## config.mk

```make
export PLATFORM = sky130hd
export DESIGN_NAME = radio_frame_receiver_decoder
export DESIGN_NICKNAME = d
export VERILOG_FILES = /design/src/rtl/core/rfrd_pkg.sv /design/src/rtl/core/radio_frame_receiver_decoder.sv
export SDC_FILE = /design/constraint.sdc
export NUM_CORES = 1
export LEC_CHECK = 0
export ABC_AREA = 0
export BUFFER_PORTS_ARGS = -buffer_cell sky130_fd_sc_hd__buf_2
export CAP_MARGIN = 20
export CELL_PAD_IN_SITES_DETAIL_PLACEMENT = 1
export CELL_PAD_IN_SITES_GLOBAL_PLACEMENT = 1
export CORE_MARGIN = 5
export CORE_UTILIZATION = 54
export DETAILED_ROUTE_END_ITERATION = 8
export PLACE_DENSITY = 0.86
export SYNTH_ARGS = -nofsm -noshare
export SYNTH_HDL_FRONTEND = slang
export SYNTH_SLANG_ARGS = --single-unit
export TNS_END_PERCENT = 30
```

## constraint.sdc

```tcl
create_clock -name clk -period 9.8 [get_ports clk]
set_input_delay 0.98 -clock clk [delete_from_list [all_inputs] [get_ports clk]]
set_output_delay 0.98 -clock clk [all_outputs]
set_load 0.02 [all_outputs]
```

## src/rtl/core/rfrd_pkg.sv

```systemverilog
// shared types and constants of the radio frame receiver decoder
// no dependencies
package rfrd_pkg;

  // default depth of the frame store
  localparam int DEF_STORE_DEPTH = 8;

  // framing bytes
  localparam logic [7:0] BYTE_START  = 8'h4B;  // 'K'
  localparam logic [7:0] BYTE_END    = 8'h4F;  // 'O'
  localparam logic [7:0] BYTE_CHIRP  = 8'h7A;  // 'z'
  localparam logic [7:0] BYTE_HEADER = 8'h5E;  // '^'
  localparam logic [7:0] BYTE_HSHAKE = 8'h7E;  // '~'

  // high nibbles seen in a frame body
  localparam logic [3:0] NIB_IR      = 4'h2;
  localparam logic [3:0] NIB_DIGIT   = 4'h3;
  localparam logic [3:0] NIB_LETTER  = 4'h4;

  // offsets for ascii hex digits
  localparam logic [7:0] OFS_DIGIT   = 8'h30;
  localparam logic [7:0] OFS_LETTER  = 8'h37;

  typedef enum logic [1:0] {
    KIND_BAD_HEADER = 2'd0,
    KIND_HANDSHAKE  = 2'd1,
    KIND_DATA       = 2'd2,
    KIND_FULL       = 2'd3
  } frame_kind_t;

  // one decoded frame result
  typedef struct packed {
    frame_kind_t kind;
    logic        ir_updated;
    logic [3:0]  ir_first;
    logic [3:0]  ir_second;
    logic [3:0]  ir_third;
    logic [7:0]  chirp;
    logic [3:0]  instr;
  } res_t;

endpackage

```

## src/rtl/core/radio_frame_receiver_decoder.sv

```systemverilog
// radio frame receiver decoder: deframes received bytes and decodes frames
// depends on rfrd_pkg
//
//  channel | ports                          | moves
//  --------+--------------------------------+---------------------------------
//  input   | in_valid in_stall in_rx_byte   | one received byte per request
//  output  | out_valid out_stall out_*      | one decoded frame per 'O' byte
//
// one byte per cycle sustained while in_stall stays low; a byte passes through
// the input register, then is decoded into the two-entry result buffer
// the store and all held values are cleared by the synchronous reset
// in_stall rises only when an end byte waits and the result buffer is full
// other bytes keep flowing while results wait to be taken
module radio_frame_receiver_decoder
  import rfrd_pkg::*;
#(
  parameter int STORE_DEPTH = DEF_STORE_DEPTH
) (
  input  logic       clk,
  input  logic       rst_n,
  input  logic       in_valid,
  output logic       in_stall,
  input  logic [7:0] in_rx_byte,
  output logic       out_valid,
  input  logic       out_stall,
  output logic [1:0] out_frame_kind,
  output logic       out_ir_updated,
  output logic [3:0] out_ir_first,
  output logic [3:0] out_ir_second,
  output logic [3:0] out_ir_third,
  output logic [7:0] out_chirp_strength,
  output logic [3:0] out_instruction_code
);

  localparam int WI_W  = $clog2(STORE_DEPTH + 1);
  localparam int IDX_W = $clog2(STORE_DEPTH);

  // value of one ascii hex digit as the decoder sees it
  function automatic logic [7:0] hex_val(input logic [7:0] b);
    logic [7:0] v;
    v = 8'd0;
    if (b[7:4] == NIB_DIGIT) begin
      v = b - OFS_DIGIT;
    end else if (b[7:4] == NIB_LETTER) begin
      v = b - OFS_LETTER;
    end
    return v;
  endfunction

  logic             in_full_r;
  logic [7:0]       byte_r;
  logic             capturing_r;
  logic [WI_W-1:0]  wi_r;
  logic [7:0]       store_r [STORE_DEPTH];
  logic [3:0]       ir_r [3];
  logic [7:0]       chirp_r;
  logic [3:0]       instr_r;
  logic             head_valid_r;
  res_t             head_r;
  logic             skid_valid_r;
  res_t             skid_r;

  logic             is_start;
  logic             is_end;
  logic             do_store;
  logic             proc_fire;
  logic             push;
  logic             pop;
  logic             in_take;

  logic             hdr_ok;
  logic             hshake;
  logic             body;
  logic             ir_hit;
  logic [7:0]       c0;
  logic [7:0]       c1;
  logic [7:0]       ins_b;
  logic [7:0]       hv0;
  logic             chirp_ok;
  logic [7:0]       chirp_nxt;
  res_t             res_nxt;

  // byte classification on the input register
  assign is_start  = (byte_r == BYTE_START);
  assign is_end    = (byte_r == BYTE_END);
  assign do_store  = !is_start && !is_end && (byte_r != BYTE_CHIRP) && capturing_r
                     && (wi_r < WI_W'(STORE_DEPTH));
  assign proc_fire = in_full_r && (!is_end || !skid_valid_r);
  assign push      = proc_fire && is_end;
  assign pop       = head_valid_r && !out_stall;
  assign in_stall  = in_full_r && !proc_fire;
  assign in_take   = in_valid && !in_stall;

  // fixed-position decode of the store
  always_comb begin
    hdr_ok   = (store_r[0] == BYTE_HEADER);
    hshake   = (store_r[1] == BYTE_HSHAKE);
    body     = hdr_ok && !hshake;
    ir_hit   = (store_r[1][7:4] == NIB_IR);
    c0       = ir_hit ? store_r[4] : store_r[1];
    c1       = ir_hit ? store_r[5] : store_r[2];
    ins_b    = ir_hit ? store_r[6] : store_r[3];
    chirp_ok = (c0[7:4] == NIB_DIGIT) || (c0[7:4] == NIB_LETTER);
    hv0      = hex_val(c0);
    chirp_nxt = chirp_ok ? ({hv0[3:0], 4'h0} | hex_val(c1)) : 8'd0;

    res_nxt.ir_updated = body && ir_hit;
    res_nxt.ir_first   = (body && ir_hit) ? store_r[1][3:0] : ir_r[0];
    res_nxt.ir_second  = (body && ir_hit) ? store_r[2][3:0] : ir_r[1];
    res_nxt.ir_third   = (body && ir_hit) ? store_r[3][3:0] : ir_r[2];
    res_nxt.chirp      = body ? chirp_nxt : chirp_r;
    res_nxt.instr      = (body && chirp_ok) ? ins_b[3:0] : instr_r;
    priority if (!hdr_ok) begin
      res_nxt.kind = KIND_BAD_HEADER;
    end else if (hshake) begin
      res_nxt.kind = KIND_HANDSHAKE;
    end else if (chirp_ok) begin
      res_nxt.kind = KIND_FULL;
    end else begin
      res_nxt.kind = KIND_DATA;
    end
  end

  // input register
  always_ff @(posedge clk) begin
    if (!rst_n) begin
      in_full_r <= 1'b0;
    end else if (in_take) begin
      in_full_r <= 1'b1;
    end else if (proc_fire) begin
      in_full_r <= 1'b0;
    end
    if (in_take) begin
      byte_r <= in_rx_byte;
    end
  end

  // capture control and frame store
  always_ff @(posedge clk) begin
    if (!rst_n) begin
      capturing_r <= 1'b0;
      wi_r        <= '0;
      for (int i = 0; i < STORE_DEPTH; i++) begin
        store_r[i] <= 8'd0;
      end
    end else if (proc_fire) begin
      if (is_start) begin
        capturing_r <= 1'b1;
        wi_r        <= '0;
      end else if (is_end) begin
        capturing_r <= 1'b0;
      end else if (do_store) begin
        store_r[wi_r[IDX_W-1:0]] <= byte_r;
        wi_r                     <= wi_r + 1'b1;
      end
    end
  end

  // held decode values
  always_ff @(posedge clk) begin
    if (!rst_n) begin
      ir_r[0] <= 4'd0;
      ir_r[1] <= 4'd0;
      ir_r[2] <= 4'd0;
      chirp_r <= 8'd0;
      instr_r <= 4'd0;
    end else if (push) begin
      ir_r[0] <= res_nxt.ir_first;
      ir_r[1] <= res_nxt.ir_second;
      ir_r[2] <= res_nxt.ir_third;
      chirp_r <= res_nxt.chirp;
      instr_r <= res_nxt.instr;
    end
  end

  // two-entry result buffer: head drives the ports, skid catches a result
  // while the head is stalled
  always_ff @(posedge clk) begin
    if (!rst_n) begin
      head_valid_r <= 1'b0;
      skid_valid_r <= 1'b0;
    end else if (skid_valid_r) begin
      if (pop) begin
        head_r       <= skid_r;
        skid_valid_r <= 1'b0;
      end
    end else if (!head_valid_r || pop) begin
      head_valid_r <= push;
      if (push) begin
        head_r <= res_nxt;
      end
    end else if (push) begin
      skid_r       <= res_nxt;
      skid_valid_r <= 1'b1;
    end
  end

  assign out_valid            = head_valid_r;
  assign out_frame_kind       = head_r.kind;
  assign out_ir_updated       = head_r.ir_updated;
  assign out_ir_first         = head_r.ir_first;
  assign out_ir_second        = head_r.ir_second;
  assign out_ir_third         = head_r.ir_third;
  assign out_chirp_strength   = head_r.chirp;
  assign out_instruction_code = head_r.instr;

endmodule

```

# --- Word-level counts from Yosys, hierarchy flattened ---
# Memories as Yosys holds them, arrays and structs flattened.
# Index checks and enable logic that the tools add are counted.
word_totals:
  n_memories: 2
  input_bits: 12
  romBits: 0
  regBits: 82
  latch_bits: 0
  mem_bits_rw: 76
  wordCells: 128
mem_list:
  columns: ["memory", "words", "width", "rd", "rd_ports_with_merged_regs", "write_ports", "line", "source"]
  rows:
  - ["store_r", 8, 8, 7, 0, 8, "radio_frame_receiver_decoder.sv:54", "logic [7:0] store_r [STORE_DEPTH];"]
  - ["ir_r", 3, 4, 3, 0, 3, "radio_frame_receiver_decoder.sv:55", "logic [3:0] ir_r [3];"]
classes:
  reduce_logical: 34
  bitwise: 6
  div: 0
  n_mux: 46
  n_mul: 0
  magnitude_cmp: 1
  eq_ne: 12
  addsub: 5
  shift: 0
op_table:
  columns: ["cell", "count"]
  rows:
  - ["$mux 27", 4]
  - ["$mux 8", 7]
  - ["$mux 4", 13]
  - ["$eq 8x7->1 const B", 4]
  - ["$mux 1", 19]
  - ["$sub 8x6->8 const B", 2]
  - ["$eq 4x2->1 const B", 3]
  - ["$logic_and 1x1->1", 12]
  - ["$reduce_bool 2->1", 5]
  - ["$eq 4x3->1 const B", 2]
  - ["$logic_not 1->1", 8]
  - ["$ne 8x7->1 const B", 1]
  - ["$or 8x8->8", 1]
  - ["$reduce_and 4->1", 2]
  - ["$reduce_or 8->1", 1]
  - ["$add 4x1->4 const B", 1]
  - ["$lt 4x4->1 const B", 1]
  - ["$mux 2", 2]
  - ["$reduce_and 2->1", 2]
  - ["$sub 4x1->4 const B", 1]
  - ["$sub 4x3->4 const B", 1]
  - ["$logic_or 1x1->1", 3]
  - ["$mux 3", 1]
  - ["$or 1x1->1", 3]
  - ["other kinds (4)", 5]

# --- Longest topological paths before layout ---
depth:
  depth_word: 14
  depth_mapped: 12

# --- Least setup slack after synthesis ---
# Ideal clock, no wire load.
synth_path:
  path_type: "input to register"
  start: "input rst_n"
  end: "register head_r (netlist bit out_chirp_strength[0]), enable pin"
  setup_time_ns: 0.420
  slack_ns: 6.465
  required_ns: 9.380
  arrival_ns: 2.915
  path_stages: 4
  path_cell_list: "clkbuf_1 -> clkbuf_1 -> nand2_1 -> a21oi_1"
synth_via:
  elab_chain_len: 1
synth_rtl:
  columns: ["item", "line", "source"]
  rows:
  - ["from (decl)", "radio_frame_receiver_decoder.sv:20", "input logic rst_n,"]
  - ["$reduce_and 4->1 (no source line)", null, null]
  - ["to (signal assigned)", "radio_frame_receiver_decoder.sv:184", "head_r <= skid_r;"]
  - ["to (signal assigned)", "radio_frame_receiver_decoder.sv:190", "head_r <= res_nxt;"]
  - ["to (decl)", "radio_frame_receiver_decoder.sv:59", "res_t head_r;"]
# No other way between the ends.
# A chain may end at the register's enable or synchronous reset.

==> flow_metrics.env <==
export IMPL_status="complete, no violations"
export IMPL_hold_viol=0
export IMPL_drtIter0Drc=281
export IMPL_yosys_most_used_dff="edfxtp_1"
export IMPL_finalClockSkew_ns=0.0101
export IMPL_grt_pass1_vias=4716
export IMPL_power_mw=1.45
export IMPL_synthMostInstantiatedCell="edfxtp_1"
export IMPL_internal_power_mw=1.16
export IMPL_clock_latency_ns=0.42
export IMPL_hold_depth=2
export IMPL_worst_pin_slew_ns=0.978
export IMPL_post_route_min_period_ns=3.55
export IMPL_wl_per_cell_um=23.3
export IMPL_worst_path_stages=11
export IMPL_hold_start="chirp_r[3]"
export IMPL_drt_wl_total_um=16500
export IMPL_rsz0062_at_grt="no"
export IMPL_std_cell_rows=40
export IMPL_slew_headroom=0.347
export IMPL_area_growth_pct=14.9
export IMPL_start_util=0.548
export IMPL_cts_hold_buf=0
export IMPL_finalWorstSetupSlack_ns=6.25
export IMPL_remaining_drc_errors=0
export IMPL_switching_share=0.201
export IMPL_synth_edf_count=122
export IMPL_clkSinkCount=142
export IMPL_crit_arrival_ns=3.72
export IMPL_critPathMaxStageDelay_ns=0.71
export IMPL_async_reset_ff_frac=0
export IMPL_setup_worst_path_end_class="register"
export IMPL_irDropWorstVdd_mv=0.199
export IMPL_htreeDepth=4
export IMPL_finalCritPeriodShare=0.362
export IMPL_crit_family="simple AND/OR/NAND/NOR gates"
export IMPL_synthTopCellsByArea="edfxtp_1 (56%), dfxtp_1 (6.1%), mux2_2 (5.2%), and2_1 (4.8%), nand2_1 (2.9%)"
export IMPL_critPathRequiredTime_ns=9.97
export IMPL_slew_violations=0
export IMPL_synthCells=508
export IMPL_ioPinCount=41
export IMPL_antenna_found_initial=0
export IMPL_cts_max_path_buffers=2
export IMPL_crit_buf_inv=0
export IMPL_ant_nets=0
export IMPL_port_buffers=40
export IMPL_layout_drive_gt1_share=0.232
export IMPL_setup_viol=0
export IMPL_yosysSeqAreaShare=0.620
export IMPL_die_x_um=120
export IMPL_power_density_nw_per_um2=192
export IMPL_pre_cts_ws_ns=6.10
export IMPL_die_area_um2=14400
export IMPL_root_buffer="clkbuf_16"
export IMPL_synthDominantCellAreaShare=0.559
export IMPL_die_y_um=120
export IMPL_max_cap_violations=0
export IMPL_comb_power_share=0.027
export IMPL_rr_worst_depth=11
export IMPL_fin_nets=562
export IMPL_yosys_area_top_type="edfxtp_1"
export IMPL_vias_per_cell=6.09
export IMPL_min_path_type="register to register"
export IMPL_gr_usage_all_layers=0.243
export IMPL_r2r_start="store_r[1][7]"
export IMPL_grt_max_degree=39
export IMPL_ys_types=66
export IMPL_first_pass_iters=6
export IMPL_via_count=4305
export IMPL_cpMostUsedCell="nand2_1"
export IMPL_gp_congestion=0.947
export IMPL_p_clk_frac=0.504
export IMPL_startpoint_type="register"
export IMPL_p_seq_frac=0.470
export IMPL_avgSynthCellArea_um2=12.9
export IMPL_critPathLaunch="store_r[1][7]"
export IMPL_cp_max_fo=12
export IMPL_worst_setup_path_type="register to register"
export IMPL_power_leakage_nw=2.81
export IMPL_syn_nets=523
export IMPL_clkTransAtPathRegs_ns=0.06
export IMPL_dp_hpwl_um=11300
export IMPL_multi_input_area_um2=2330
export IMPL_cts_tree="yes"
export IMPL_cts_resized=0
export IMPL_grt_pass1_wl_um=26600
export IMPL_core_area_um2=12000
export IMPL_seq_area_um2=4060
export IMPL_crit_chain="nor3b_2 -> nand2_1 -> nand2_1 -> nand2_1 -> ha_1 -> nor3b_1 -> a21oi_1 -> mux2i_1 -> mux2_2 -> a22o_1 -> mux2_2"
export IMPL_fmax_mhz=282
export IMPL_gr_total_overflow=0
export IMPL_setup_tns_ns=0
export IMPL_ys_ff_latch=142
export IMPL_cts_inserted_buffers=17
export IMPL_n_antenna_cell=0
export IMPL_syn_area_um2=6550
export IMPL_post_cts_setup_buffers=0
export IMPL_yosys_top_cells_count="edfxtp_1 (122), and2_1 (50), nand2_1 (50)"
export IMPL_nFillCells=1172
export IMPL_crit_path_top_delay_cell="nor3b_2"
export IMPL_yosys_warnings=0
export IMPL_p_switching_mw=0.291
[worst min-delay path, delay by kind of cell, from the launching register on]
family | cells | cell delay [ns]
flip-flops | 1 | 0.33
AND/OR/NAND/NOR | 1 | 0.05
AO/OA/AOI/OAI | 1 | 0.05
[per-layer routing]
layer	part of all wire	vias to the layer above	track usage
met2	0.54	113	0.437
li1	-	1965	-
met3	0.038	26	0.0485
met5	0	-	0
met4	0.019	0	0.0880
met1	0.40	2201	0.286
[power by group through the flow]
stage	Combinational, mW	Sequential [mW]	Clock (mW)
final	0.0385	0.681	0.730
after CTS	0.0386	0.681	0.734
after detailed placement	0.0376	0.693	0
after global routing	0.0424	0.682	0.769
after floorplan	0.0298	0.683	0
after global placement	0.0347	0.692	0
[logic make-up (layout without fill, tap and decap cells)]
family                   count (synthesis)  in the layout  share of synthesized area
AND/OR/NAND/NOR                        193            193                      0.171
flip-flops                             142            142                      0.620
AO/OA/AOI/OAI                           82             82                     0.0886
multiplexers                            48             48                     0.0852
buffers and inverters                   36             88                     0.0241
XOR/XNOR                                 4              4                    0.00535
adder cells (fa/ha/maj)                  3              3                    0.00573
[cells in the final DEF (no fill, tap or decap), drive strengths merged, types with 4 or more instances in the layout]
cell type,count
nor2b,21
and3,6
inv,13
dfxtp,20
clkbuf,19
a22o,5
nand2,51
nand3,9
a21oi,20
a21boi,4
edfxtp,122
nor3b,6
buf,45
clkinv,4
nand2b,9
nor4,4
nor2,16
mux2,38
a31oi,5
mux2i,10
bufinv,6
o31ai,4
and2,50
o21ai,16
xor2,4
[sequential cells by signal, indices dropped and copies added, names as in the netlist, 2 cells and up]
signal	flops
out_chirp_strength	8
out_ir_second	4
chirp_r	8
ir_r	12
skid_r	27
out_frame_kind	2
out_ir_first	4
byte_r	8
out_ir_third	4
wi_r	4
out_instruction_code	4
instr_r	4
store_r	48
[metrics by stage]
stage | area [um^2] | std cells | utilization | hold slack, ns
3_3_place_gp | 6860 | 674 | 0.573 | 0.433
3_5_place_dp | 6860 | 674 | 0.573 | 0.449
2_1_floorplan | 6550 | 508 | - | 0.425
5_1_grt | 7530 | 707 | 0.629 | 0.490
4_1_cts | 7520 | 706 | 0.629 | 0.467
6_report | 7530 | 707 | 0.629 | 0.467
[area by class of cell]
type / count / share of cell area
Clock buffer: 18 / 0.0570
Clock inverter: 14 / 0.0314
Inverter: 10 / 0.00499
Multi-Input combinational cell: 330 / 0.310
Sequential cell: 142 / 0.540
Tap cell: 147 / 0.0244
Timing Repair Buffer: 46 / 0.0322
[worst paths after layout]
check                                to  slack, ns
hold / removal               chirp_r[3]       0.47
setup reg to reg  out_chirp_strength[2]       6.25
setup / recovery  out_chirp_strength[2]       6.25
hold reg to reg              chirp_r[3]       0.47
Power figures use the tool's default switching activity.
